<file path="src/rtl/ipv4lpm_pkg.sv">
// ----------------------------------------------------------------------------
// ipv4lpm_pkg
// Types and constants shared by the IPv4 longest-prefix route lookup block.
// ----------------------------------------------------------------------------
package ipv4lpm_pkg;

	localparam int unsigned ADDR_W  = 32;
	localparam int unsigned LEN_W   = 6;
	localparam int unsigned PEER_W  = 4;
	localparam int unsigned SLOT_W  = 6;
	localparam int unsigned CNT_W   = 5;
	localparam int unsigned KIND_W  = 2;

	localparam logic [LEN_W-1:0] MAX_LEN = LEN_W'(32);

	localparam int unsigned QUEUE_DEPTH = 2;
	localparam int unsigned QPTR_W      = 1;

	typedef enum logic [KIND_W-1:0] {
		KIND_SLOT_WR = 2'd0,
		KIND_FLAG_WR = 2'd1,
		KIND_LOOKUP  = 2'd2
	} kind_t;

	typedef struct packed {
		kind_t               kind;
		logic [SLOT_W-1:0]   slot;
		logic [ADDR_W-1:0]   prefix_addr;
		logic [LEN_W-1:0]    prefix_len;
		logic                slot_valid;
		logic [PEER_W-1:0]   peer;
		logic                exit_capable;
		logic [ADDR_W-1:0]   destination;
		logic                exit_given;
		logic [PEER_W-1:0]   exit_peer;
	} cmd_t;

	typedef struct packed {
		logic                in_use;
		logic [LEN_W-1:0]    len;
		logic [PEER_W-1:0]   owner;
		logic [ADDR_W-1:0]   addr;
	} slot_ent_t;

	// Command queue towards the back end.
	typedef struct packed {
		logic valid;
		cmd_t cmd;
	} cmdq_t;

	typedef enum logic [1:0] {
		ST_CLEAR,
		ST_IDLE,
		ST_SCAN,
		ST_LAST
	} st_t;

endpackage

</file>
<file path="src/rtl/ipv4lpm_ram.sv">
// ----------------------------------------------------------------------------
// ipv4lpm_ram
// Generic single-write, single-read RAM with a registered read port.
// ----------------------------------------------------------------------------
module ipv4lpm_ram #(
	parameter int unsigned WIDTH = 8,
	parameter int unsigned DEPTH = 64
) (
	input  logic                                  clk,
	input  logic                                  we,
	input  logic [(DEPTH > 1 ? $clog2(DEPTH) : 1)-1:0] waddr,
	input  logic [WIDTH-1:0]                      wdata,
	input  logic [(DEPTH > 1 ? $clog2(DEPTH) : 1)-1:0] raddr,
	output logic [WIDTH-1:0]                      rdata
);

	logic [WIDTH-1:0] mem_q [DEPTH];

	always_ff @(posedge clk) begin
		if (we) begin
			mem_q[waddr] <= wdata;
		end
		rdata <= mem_q[raddr];
	end

endmodule

</file>
<file path="src/rtl/ipv4lpm_front.sv">
// ----------------------------------------------------------------------------
// ipv4lpm_front
// Command intake: takes items, drops reserved kinds and queues the rest.
// ----------------------------------------------------------------------------
module ipv4lpm_front
	import ipv4lpm_pkg::*;
(
	input  logic                clk,
	input  logic                arst_n,
	input  logic                start,
	output logic                busy,
	input  logic [KIND_W-1:0]   kind,
	input  logic [SLOT_W-1:0]   slot,
	input  logic [ADDR_W-1:0]   prefix_addr,
	input  logic [LEN_W-1:0]    prefix_len,
	input  logic                slot_valid,
	input  logic [PEER_W-1:0]   peer,
	input  logic                exit_capable,
	input  logic [ADDR_W-1:0]   destination,
	input  logic                exit_given,
	input  logic [PEER_W-1:0]   exit_peer,
	input  logic                clearing,
	output cmdq_t               q_out,
	input  logic                q_ready
);

	cmd_t              entry_q [QUEUE_DEPTH];
	logic [QPTR_W-1:0] wr_ptr_q;
	logic [QPTR_W-1:0] rd_ptr_q;
	logic [QPTR_W:0]   count_q;
	logic              accept;
	logic              push;
	logic              pop;
	logic              known_kind;
	cmd_t              new_cmd;

	assign busy   = (count_q == (QPTR_W+1)'(QUEUE_DEPTH)) || clearing;
	assign accept = start && !busy;

	always_comb begin
		case (kind)
			KIND_SLOT_WR, KIND_FLAG_WR, KIND_LOOKUP: known_kind = 1'b1;
			default:                                 known_kind = 1'b0;
		endcase
	end

	always_comb begin
		new_cmd.kind         = kind_t'(kind);
		new_cmd.slot         = slot;
		new_cmd.prefix_addr  = prefix_addr;
		new_cmd.prefix_len   = prefix_len;
		new_cmd.slot_valid   = slot_valid;
		new_cmd.peer         = peer;
		new_cmd.exit_capable = exit_capable;
		new_cmd.destination  = destination;
		new_cmd.exit_given   = exit_given;
		new_cmd.exit_peer    = exit_peer;
	end

	// The reserved kind has no effect at all, so it never enters the queue.
	assign push = accept && known_kind;
	assign pop  = q_out.valid && q_ready;

	assign q_out.valid = (count_q != '0);
	assign q_out.cmd   = entry_q[rd_ptr_q];

	always_ff @(posedge clk) begin
		if (push) begin
			entry_q[wr_ptr_q] <= new_cmd;
		end
	end

	always_ff @(posedge clk or negedge arst_n) begin
		if (!arst_n) begin
			wr_ptr_q <= '0;
			rd_ptr_q <= '0;
			count_q  <= '0;
		end else begin
			if (push) begin
				wr_ptr_q <= wr_ptr_q + 1'b1;
			end
			if (pop) begin
				rd_ptr_q <= rd_ptr_q + 1'b1;
			end
			case ({push, pop})
				2'b10:   count_q <= count_q + 1'b1;
				2'b01:   count_q <= count_q - 1'b1;
				default: count_q <= count_q;
			endcase
		end
	end

endmodule

</file>
<file path="src/rtl/ipv4lpm_back.sv">
// ----------------------------------------------------------------------------
// ipv4lpm_back
// Execution side: slot and flag writes, and the slot-by-slot lookup scan.
// ----------------------------------------------------------------------------
module ipv4lpm_back
	import ipv4lpm_pkg::*;
#(
	parameter int unsigned TABLE_SLOTS = 64,
	parameter int unsigned MAX_PEERS   = 16
) (
	input  logic               clk,
	input  logic               arst_n,
	input  cmdq_t              q_in,
	output logic               q_ready,
	output logic               clearing,
	input  logic [CNT_W-1:0]   peer_count,
	output logic               done,
	output logic               route_found,
	output logic [PEER_W-1:0]  route_peer,
	output logic               via_exit_fallback,
	output logic [LEN_W-1:0]   matched_len
);

	localparam int unsigned SLOT_AW = (TABLE_SLOTS > 1) ? $clog2(TABLE_SLOTS) : 1;
	localparam logic [SLOT_AW-1:0] LAST_SLOT = SLOT_AW'(TABLE_SLOTS - 1);
	localparam int unsigned ENT_W = $bits(slot_ent_t);

	st_t                 state_q;
	st_t                 state_nxt;
	logic [SLOT_AW-1:0]  cnt_q;
	logic                cmp_vld_q;
	logic [MAX_PEERS-1:0] flag_q;

	logic [ADDR_W-1:0]   dest_q;
	logic                exit_given_q;
	logic [PEER_W-1:0]   exit_peer_q;
	logic                found_q;
	logic [PEER_W-1:0]   best_peer_q;
	logic [LEN_W-1:0]    best_len_q;

	logic                ram_we;
	logic [SLOT_AW-1:0]  ram_waddr;
	slot_ent_t           ram_wdata;
	logic [SLOT_AW-1:0]  ram_raddr;
	logic [ENT_W-1:0]    ram_rdata;
	slot_ent_t           ent;

	logic                pop;
	logic                pop_lookup;
	logic                flag_we;
	logic [LEN_W-1:0]    len_c;
	logic [ADDR_W-1:0]   mask;
	logic                owner_ok;
	logic                len_ok;
	logic                hit;
	logic                take;
	logic                found_nxt;
	logic [PEER_W-1:0]   peer_nxt;
	logic [LEN_W-1:0]    len_nxt;
	logic                exit_flag;
	logic                exit_ok;

	ipv4lpm_ram #(
		.WIDTH (ENT_W),
		.DEPTH (TABLE_SLOTS)
	) u_slot_ram (
		.clk   (clk),
		.we    (ram_we),
		.waddr (ram_waddr),
		.wdata (ram_wdata),
		.raddr (ram_raddr),
		.rdata (ram_rdata)
	);

	assign ent = slot_ent_t'(ram_rdata);

	// Next state.
	always_comb begin
		state_nxt = state_q;
		case (state_q)
			ST_CLEAR: begin
				if (cnt_q == LAST_SLOT) begin
					state_nxt = ST_IDLE;
				end
			end
			ST_IDLE: begin
				if (q_in.valid && q_in.cmd.kind == KIND_LOOKUP) begin
					state_nxt = ST_SCAN;
				end
			end
			ST_SCAN: begin
				if (cnt_q == LAST_SLOT) begin
					state_nxt = ST_LAST;
				end
			end
			ST_LAST: state_nxt = ST_IDLE;
			default: state_nxt = ST_IDLE;
		endcase
	end

	// Outputs of the controller.
	always_comb begin
		q_ready   = 1'b0;
		clearing  = 1'b0;
		ram_we    = 1'b0;
		ram_waddr = cnt_q;
		ram_wdata = '0;
		ram_raddr = cnt_q;
		flag_we   = 1'b0;
		case (state_q)
			ST_CLEAR: begin
				clearing = 1'b1;
				ram_we   = 1'b1;
			end
			ST_IDLE: begin
				q_ready             = 1'b1;
				ram_waddr           = SLOT_AW'(q_in.cmd.slot);
				ram_wdata.in_use    = q_in.cmd.slot_valid;
				ram_wdata.len       = q_in.cmd.prefix_len;
				ram_wdata.owner     = q_in.cmd.peer;
				ram_wdata.addr      = q_in.cmd.prefix_addr;
				ram_we  = q_in.valid && q_in.cmd.kind == KIND_SLOT_WR &&
					(32'(q_in.cmd.slot) < TABLE_SLOTS);
				flag_we = q_in.valid && q_in.cmd.kind == KIND_FLAG_WR;
			end
			default: begin
			end
		endcase
	end

	assign pop        = q_in.valid && q_ready;
	assign pop_lookup = pop && q_in.cmd.kind == KIND_LOOKUP;

	// Comparison of the slot read in the previous cycle. A stored length above
	// 32 behaves as 32; shifting all ones right by the length gives the host
	// part of the address, whose complement is the network mask.
	assign len_c    = (ent.len > MAX_LEN) ? MAX_LEN : ent.len;
	assign mask     = ~({ADDR_W{1'b1}} >> len_c);
	assign owner_ok = (32'(ent.owner) < 32'(peer_count)) && (32'(ent.owner) < MAX_PEERS);
	assign len_ok   = (len_c != '0) || (exit_given_q && exit_peer_q == ent.owner);
	assign hit      = cmp_vld_q && ent.in_use && owner_ok && len_ok &&
		(((dest_q ^ ent.addr) & mask) == '0);
	assign take     = hit && (!found_q || len_c > best_len_q);

	assign found_nxt = found_q || take;
	assign peer_nxt  = take ? ent.owner : best_peer_q;
	assign len_nxt   = take ? len_c : best_len_q;

	always_comb begin
		exit_flag = 1'b0;
		for (int i = 0; i < MAX_PEERS; i++) begin
			if (32'(exit_peer_q) == i) begin
				exit_flag = flag_q[i];
			end
		end
	end

	assign exit_ok = exit_given_q && (32'(exit_peer_q) < 32'(peer_count)) &&
		(32'(exit_peer_q) < MAX_PEERS) && exit_flag;

	always_ff @(posedge clk or negedge arst_n) begin
		if (!arst_n) begin
			state_q   <= ST_CLEAR;
			cnt_q     <= '0;
			cmp_vld_q <= 1'b0;
			flag_q    <= '0;
			done      <= 1'b0;
		end else begin
			state_q   <= state_nxt;
			cmp_vld_q <= (state_q == ST_SCAN);
			done      <= (state_q == ST_LAST);
			if (state_q == ST_CLEAR || state_q == ST_SCAN) begin
				cnt_q <= (cnt_q == LAST_SLOT) ? '0 : cnt_q + 1'b1;
			end
			if (flag_we) begin
				for (int i = 0; i < MAX_PEERS; i++) begin
					if (32'(q_in.cmd.peer) == i) begin
						flag_q[i] <= q_in.cmd.exit_capable;
					end
				end
			end
		end
	end

	always_ff @(posedge clk) begin
		if (pop_lookup) begin
			dest_q       <= q_in.cmd.destination;
			exit_given_q <= q_in.cmd.exit_given;
			exit_peer_q  <= q_in.cmd.exit_peer;
			found_q      <= 1'b0;
			best_peer_q  <= '0;
			best_len_q   <= '0;
		end else begin
			found_q     <= found_nxt;
			best_peer_q <= peer_nxt;
			best_len_q  <= len_nxt;
		end
		if (state_q == ST_LAST) begin
			if (found_nxt) begin
				route_found       <= 1'b1;
				route_peer        <= peer_nxt;
				via_exit_fallback <= 1'b0;
				matched_len       <= len_nxt;
			end else if (exit_ok) begin
				route_found       <= 1'b1;
				route_peer        <= exit_peer_q;
				via_exit_fallback <= 1'b1;
				matched_len       <= '0;
			end else begin
				route_found       <= 1'b0;
				route_peer        <= '0;
				via_exit_fallback <= 1'b0;
				matched_len       <= '0;
			end
		end
	end

endmodule

</file>
<file path="src/rtl/ipv4_longest_prefix_route_lookup_top.sv">
// ----------------------------------------------------------------------------
// ipv4_longest_prefix_route_lookup_top
// IPv4 longest-prefix route lookup over a table of prefix slots.
// ----------------------------------------------------------------------------
// Commands are taken when start is high and busy is low, and wait in a
// two-entry queue until the execution side is free. Slot and exit-flag writes
// give no result. A lookup reads the slot RAM one entry per cycle through its
// single read port, and its result appears for exactly one cycle with done
// high; the receiver cannot stall it. After reset the block marks every slot
// unused and holds busy high meanwhile. The peer count register is written
// through the cfg channel, which is always ready.
module ipv4_longest_prefix_route_lookup_top
	import ipv4lpm_pkg::*;
#(
	parameter int unsigned TABLE_SLOTS = 64,
	parameter int unsigned MAX_PEERS   = 16
) (
	input  logic               clk,
	input  logic               arst_n,
	input  logic               start,
	output logic               busy,
	input  logic [KIND_W-1:0]  kind,
	input  logic [SLOT_W-1:0]  slot,
	input  logic [ADDR_W-1:0]  prefix_addr,
	input  logic [LEN_W-1:0]   prefix_len,
	input  logic               slot_valid,
	input  logic [PEER_W-1:0]  peer,
	input  logic               exit_capable,
	input  logic [ADDR_W-1:0]  destination,
	input  logic               exit_given,
	input  logic [PEER_W-1:0]  exit_peer,
	input  logic               cfg_valid,
	output logic               cfg_ready,
	input  logic [CNT_W-1:0]   cfg_data,
	output logic               done,
	output logic               route_found,
	output logic [PEER_W-1:0]  route_peer,
	output logic               via_exit_fallback,
	output logic [LEN_W-1:0]   matched_len
);

	logic [CNT_W-1:0] peer_count_q;
	cmdq_t            cmdq;
	logic             q_ready;
	logic             clearing;

	assign cfg_ready = 1'b1;

	always_ff @(posedge clk or negedge arst_n) begin
		if (!arst_n) begin
			peer_count_q <= '0;
		end else if (cfg_valid && cfg_ready) begin
			peer_count_q <= cfg_data;
		end
	end

	ipv4lpm_front u_front (
		.clk          (clk),
		.arst_n       (arst_n),
		.start        (start),
		.busy         (busy),
		.kind         (kind),
		.slot         (slot),
		.prefix_addr  (prefix_addr),
		.prefix_len   (prefix_len),
		.slot_valid   (slot_valid),
		.peer         (peer),
		.exit_capable (exit_capable),
		.destination  (destination),
		.exit_given   (exit_given),
		.exit_peer    (exit_peer),
		.clearing     (clearing),
		.q_out        (cmdq),
		.q_ready      (q_ready)
	);

	ipv4lpm_back #(
		.TABLE_SLOTS (TABLE_SLOTS),
		.MAX_PEERS   (MAX_PEERS)
	) u_back (
		.clk               (clk),
		.arst_n            (arst_n),
		.q_in              (cmdq),
		.q_ready           (q_ready),
		.clearing          (clearing),
		.peer_count        (peer_count_q),
		.done              (done),
		.route_found       (route_found),
		.route_peer        (route_peer),
		.via_exit_fallback (via_exit_fallback),
		.matched_len       (matched_len)
	);

endmodule
</file>
<file path="config.mk">
export PLATFORM = sky130hd
export DESIGN_NAME = ipv4_longest_prefix_route_lookup_top
export DESIGN_NICKNAME = d
export VERILOG_FILES = /design/src/rtl/ipv4lpm_pkg.sv /design/src/rtl/ipv4lpm_ram.sv /design/src/rtl/ipv4lpm_front.sv /design/src/rtl/ipv4lpm_back.sv /design/src/rtl/ipv4_longest_prefix_route_lookup_top.sv
export SDC_FILE = /design/constraint.sdc
export NUM_CORES = 2
export LEC_CHECK = 0
export BUFFER_PORTS_ARGS = -buffer_cell sky130_fd_sc_hd__buf_2
export CAP_MARGIN = 20
export CORE_MARGIN = 3
export CORE_UTILIZATION = 55
export DETAILED_ROUTE_END_ITERATION = 10
export GPL_TIMING_DRIVEN = 1
export PLACE_DENSITY_LB_ADDON = 0.05
export SETUP_SLACK_MARGIN = 0.2
export SLEW_MARGIN = 25
export SYNTH_ARGS = -nofsm -noshare
export SYNTH_HDL_FRONTEND = slang
export SYNTH_SLANG_ARGS = --single-unit
</file>
<file path="constraint.sdc">
create_clock -name clk -period 13.6 [get_ports clk]
set_clock_uncertainty 0.1 [all_clocks]
set_input_delay 0.68 -clock clk [delete_from_list [all_inputs] [get_ports clk]]
set_output_delay 0.68 -clock clk [all_outputs]
set_load 0.03 [all_outputs]
</file>
After elaboration in Yosys (flattened, before gate mapping)
Memories as Yosys holds them, arrays and structs flattened. A register that Yosys moved wholly into a read port is not among the register bits.
Index checks and enable logic that the tools add are counted.
- bits in registers: 95
- memory bits (writable): 2930
- bits of input ports: 98
- output and inout port bits: 15
- logic and storage cells: 182
- memories: 2
- $add $sub $neg: 5
- $lt $le $gt $ge: 4
- equal/unequal tests: 45
- shift-type cells: 1
- multiplexer cells: 39
- bitwise gates (word level): 3
- reductions and logical operators: 49
- memories (memory ; depth ; width ; rd ports ; clocked after memory_dff ; write ports ; line ; source):
    u_back.u_slot_ram.mem_q ; 64 ; 43 ; 1 ; 1 ; 1 ; ipv4lpm_ram.sv:17 ; logic [WIDTH-1:0] mem_q [DEPTH];
    u_front.entry_q ; 2 ; 89 ; 1 ; 0 ; 1 ; ipv4lpm_front.sv:27 ; cmd_t entry_q [QUEUE_DEPTH];
- operators by type and width (cell ; count):
    4-bit equality test, second input constant ; 16
    43-bit two-way mux ; 1
    32-bit AND ; 1
    4-bit by 3-bit equality test with 1-bit output, second input constant ; 8
    32-bit zero test ; 1
    32-bit NOT ; 1
    2-bit AND reduction ; 16
    32-bit by 6-bit >> shifter with 32-bit output, first input constant ; 1
    32-bit bitwise XOR ; 1
    1-bit two-way mux ; 25
    6-bit two-way mux ; 4
    4-bit by 2-bit equality test with 1-bit output, second input constant ; 4
    1-bit logical AND ; 15
    2-bit equality test, second input constant ; 6
    4-bit two-way mux ; 3
    4-bit by 5-bit less-than comparator with 1-bit output ; 2
    2-bit by 1-bit equality test with 1-bit output, second input constant ; 4
    4-bit by 1-bit equality test with 1-bit output, second input constant ; 2
    4-bit zero test ; 2
    2-bit case mux with 4 select lines ; 1
    6-bit by 1-bit adder with 6-bit output, second input constant ; 1
    6-bit equality test, second input constant ; 1
    6-bit greater-than comparator ; 1
    6-bit greater-than comparator, second input constant ; 1
    other kinds (15) ; 28

Longest topological paths before layout
- word-level depth: 20
- mapped depth: 12
- gate-level depth less buffers: 10

By module
Synthesis repeated with hierarchy kept, for this count alone.
- cell total of the unflattened synthesis: 5249
- area, all modules: 117310.0 µm²
- modules (own cells, without submodules) (module ; instances ; cells an instance ; area each (µm²) ; seq. area each (µm²)):
    ipv4lpm_ram ; 1 ; 4444 ; 105393.6 ; 83500.1
    ipv4lpm_front ; 1 ; 297 ; 6686.4 ; 5445.2
    ipv4lpm_back ; 1 ; 496 ; 5037.3 ; 2342.2
    ipv4_longest_prefix_route_lookup_top ; 1 ; 12 ; 192.7 ; 125.1

Least setup slack after synthesis
No wires, ideal clock.
- kind: register -> register
- start: reg u_back.state_q[0]
- end: mem u_front.entry_q[0][0] (netlist bit), enable pin
- setup time: 0.538 ns
- arrival: 4.730 ns
- required time: 12.962 ns
- slack: 8.232 ns
- stages on the path, launching flop included: 6
- path buffers: 0
- period minus slack after synthesis: 5.368 ns
- cell sequence: dfrtp_1 inv_1 ha_1 a21oi_1 nand3_1 nor2_1
- longest elaborated chain between the ends: 8
- RTL lines (element ; line ; source):
    start, declared ; ipv4lpm_back.sv:28 ; st_t state_q;
    start signal, assigned ; ipv4lpm_back.sv:169 ; state_q <= state_nxt;
    2-bit zero test ; ipv4lpm_back.sv:110 ; case (state_q)
    1-bit two-way mux ; ipv4lpm_back.sv:110 ;
    1-bit logical OR ; ipv4lpm_front.sv:37 ; assign busy = (count_q == (QPTR_W+1)'(QUEUE_DEPTH)) || clearing;
    1-bit zero test ; ipv4lpm_front.sv:38 ; assign accept = start && !busy;
    1-bit logical AND ; ipv4lpm_front.sv:38 ;
    1-bit logical AND ; ipv4lpm_front.sv:61 ; assign push = accept && known_kind;
    1-bit two-way mux ; ipv4lpm_front.sv:68 ; if (push) begin
    1-bit two-way mux (not written as such) ; ipv4lpm_front.sv:69 ; entry_q[wr_ptr_q] <= new_cmd;
    end, declared ; ipv4lpm_front.sv:27 ;
No other way between the ends.

==> flow_summary.json <==
{
  "fp.dieH_um": 467,
  "drcViolationCount": 0,
  "power_uw": 18700,
  "synth_edf_count": 2979,
  "timing.max_slew.rel_slack_pct": 26.3,
  "place_inst": 7635,
  "detail_route.wirelength_um": 313000,
  "synthesis.nets": 4924,
  "design.portCount": 113,
  "reg2reg_depth": 7,
  "rows": 168,
  "vias": 54798,
  "status": "finished clean",
  "grt_max_degree": 140,
  "most_frequent_cells_in_the_layout": "sky130_fd_sc_hd__edfxtp_1, sky130_fd_sc_hd__mux4_2, sky130_fd_sc_hd__clkbuf_16",
  "timing.max_cap.violations": 0,
  "r2r_end": "u_back.u_slot_ram.rdata[26]",
  "critical-path-max-stage-delay_ps": 810,
  "power-per-cell-area_mw_per_mm2": 140,
  "final_period_minus_worst_setup_slack_ps": 5440,
  "place.detailed.hpwl_um": 186000,
  "tritoncts": "done",
  "worst_setup_path_end_kind": "flop",
  "area_of_the_die_sq_mm": 0.218,
  "vias_cell": 6.60,
  "detail-route-antenna-nets": 0,
  "period_share_pct": 40.0,
  "antenna_violations_before_repair": 31,
  "worst_case_register_to_register_setup_slack_ps": 8160,
  "grtUsageTotal_pct": 29.1,
  "post_synthesis_instance_area_sq_mm": 0.117,
  "fmax_ghz": 0.184,
  "die_w_um": 467,
  "clock_insertion_delay_worst_skew_ps": 930,
  "cts-root-to-sink-buffers": 4,
  "global_route_wire_length_before_repair_um": 434000,
  "h-tree-depth": 5,
  "io_buffer_count": 111,
  "ys.warnings.count": 0,
  "buffers_inserted_by_post_cts_timing_repair": 0,
  "worst_slew_pin_slew_ps": 1110,
  "proportion_of_register_bits_with_asynchronous_set_or_reset_after_synthesis_pct": 1.14,
  "ys.flop_type": "sky130_fd_sc_hd__edfxtp_1",
  "stdcell_count": 8307,
  "timing_worst_setup_path_type": "reg -> reg",
  "worstPathRequired_ps": 14280,
  "unrepaired_setup_endpoints_after_global_routing": "false",
  "final_util_pct": 63.2,
  "numClockSinks": 3068,
  "setup_violations": 0,
  "number_of_different_library_cells_in_the_post_synthesis_netlist": 60,
  "timing.setup.tns_ps": 0,
  "layout-area-overhead-vs-synth_pct": 14.0,
  "finalNetCount": 5379,
  "drtPass1Iterations": 6,
  "core_area_sq_mm": 0.210,
  "start_util_pct": 55.5,
  "critical_path.startpoint_type": "flop",
  "grt_pass1_vias": 53109,
  "gp_congestion": 0.825,
  "wl_per_cell_um": 37.7,
  "yosys_register_bits": 3068,
  "hold_slack_ps": 87.7,
  "clockRootBuffer": "sky130_fd_sc_hd__clkbuf_16",
  "hold_viol_final": 0,
  "cts-buffers-inserted": 325,
  "reg2reg_launch_point": "u_back.cnt_q[0]",
  "crit_path_cell_trace": "buf_4 > buf_12 > buf_4 > buf_4 > mux4_2 > mux4_2 > mux4_2",
  "slew_violations": 0,
  "ratio_of_cells_with_drive_above_1_in_the_final_layout_pct": 32.4,
  "syn_avg_cell_area_sq_um": 24.3,
  "max_ir_drop_vdd_uv": 143,
  "mostFrequentLayoutCell": "sky130_fd_sc_hd__edfxtp_1",
  "grt.overflow.total": 0,
  "arrival_ps": 6130,
  "clk_transition_reported_paths_ps": 60,
  "first_iter_violations": 7822,
  "power_leakage_uw": 0.0342,
  "syn-instance-count": 4807,
  "hold_path_class": "in -> async",
  "critical_path_peak_fanout": 81,
  "seq_area_frac_synth_pct": 78.3,
  "timing.critical_path.slowest_stage_cell": "sky130_fd_sc_hd__dfrtp_4"
}
-- power breakdown --
group | switching, uW | total (uW) | internal (uW) | leakage [uW]
Clock | 3480 | 8390 | 4910 | 0.00488
Combinational | 24.0 | 57.5 | 33.5 | 0.00722
Sequential | 0.958 | 10200 | 10200 | 0.0221
Total | 3500 | 18700 | 15200 | 0.0342
-- final cells by class --
type                            count  area, sq um
Fill cell                       13802        77400
Inverter                           24         90.1
Clock buffer                      425         8890
Clock inverter                    133         1060
Sequential cell                  3068        91400
Multi-Input combinational cell   1472        25100
Tap cell                         2805         3510
Timing Repair Buffer              371         2870
Antenna cell                        9         22.5
-- cell families after synthesis --
logic type	count (synthesis)	share of synthesized area, %
buffers and inverters	267	0.875
adder cells (fa/ha/maj)	19	0.204
multiplexers	1013	18.5
AO/OA/AOI/OAI	124	0.689
XOR/XNOR	43	0.323
flip-flops	3068	78.3
AND/OR/NAND/NOR	272	1.13
other	1	0.00321
-- flip-flops by register name, summed over array words and instances, names as in the netlist, 2 cells and up --
register	flops
u_back.u_slot_ram.mem_q	2752
u_front.entry_q	178
u_back.u_slot_ram.rdata	43
u_back.dest_q	32
u_back.flag_q	16
u_back.best_len_q	6
u_back.cnt_q	6
u_back.matched_len	6
peer_count_q	5
u_back.best_peer_q	4
u_back.exit_peer_q	4
u_back.route_peer	4
u_back.state_q	2
u_front.count_q	2
-- timing repair --
action | in CTS | in global routing
setup endpoints to repair | 0 | 0
hold buffers | 103 | 0
endpoints found under the hold margin | 218 | 0
gates resized for setup | 0 | 0
-- synth_stat cells, drive strengths merged (26+ instances only) --
cell    instances  area (sq um)
buf            86           342
edfxtp       2979         89500
a21oi          31           155
o21ai          37           189
mux2i          48           480
nor2b          56           350
nor2          105           394
mux4          906         20400
dfrtp          35           876
clkbuf        157           589
mux2           59           664
nand3          26           130
dfxtp          54          1080
nand2          40           150
-- critical path: cells and delay by family (launching register included) --
family / cells / cell delay [ps]
buffers and inverters: 4 / 2520
DFF: 1 / 810
muxes: 3 / 1630
-- metal layers --
layer	vias up	wire [um]	GRT usage, %
li1	21531	-	-
met3	439	28600	5.50
met5	-	58	0
met4	8	9470	8.55
met1	30069	126000	43.7
met2	2751	149000	44.4
-- per-stage QoR --
step	instance area, sq um	setup WS [ps]
3_5_place_dp	122000	7960
2_1_floorplan	117000	8230
6_report	133000	8160
5_1_grt	133000	7700
4_1_cts	133000	7960
3_3_place_gp	122000	7990
-- worst max path at each step --
stage,depth (start not counted),end,startpoint
6_report,7,u_back.u_slot_ram.rdata[26],u_back.cnt_q[0]
5_1_grt,7,u_back.u_slot_ram.rdata[40],u_back.cnt_q[0]
4_1_cts,7,u_back.u_slot_ram.rdata[26],u_back.cnt_q[0]
2_1_floorplan,5,u_front.entry_q[0][0],u_back.state_q[0]
3_3_place_gp,7,u_back.u_slot_ram.rdata[40],u_back.cnt_q[0]
3_5_place_dp,7,u_back.u_slot_ram.rdata[40],u_back.cnt_q[0]
No activity file was read; power rests on OpenSTA's default activity.
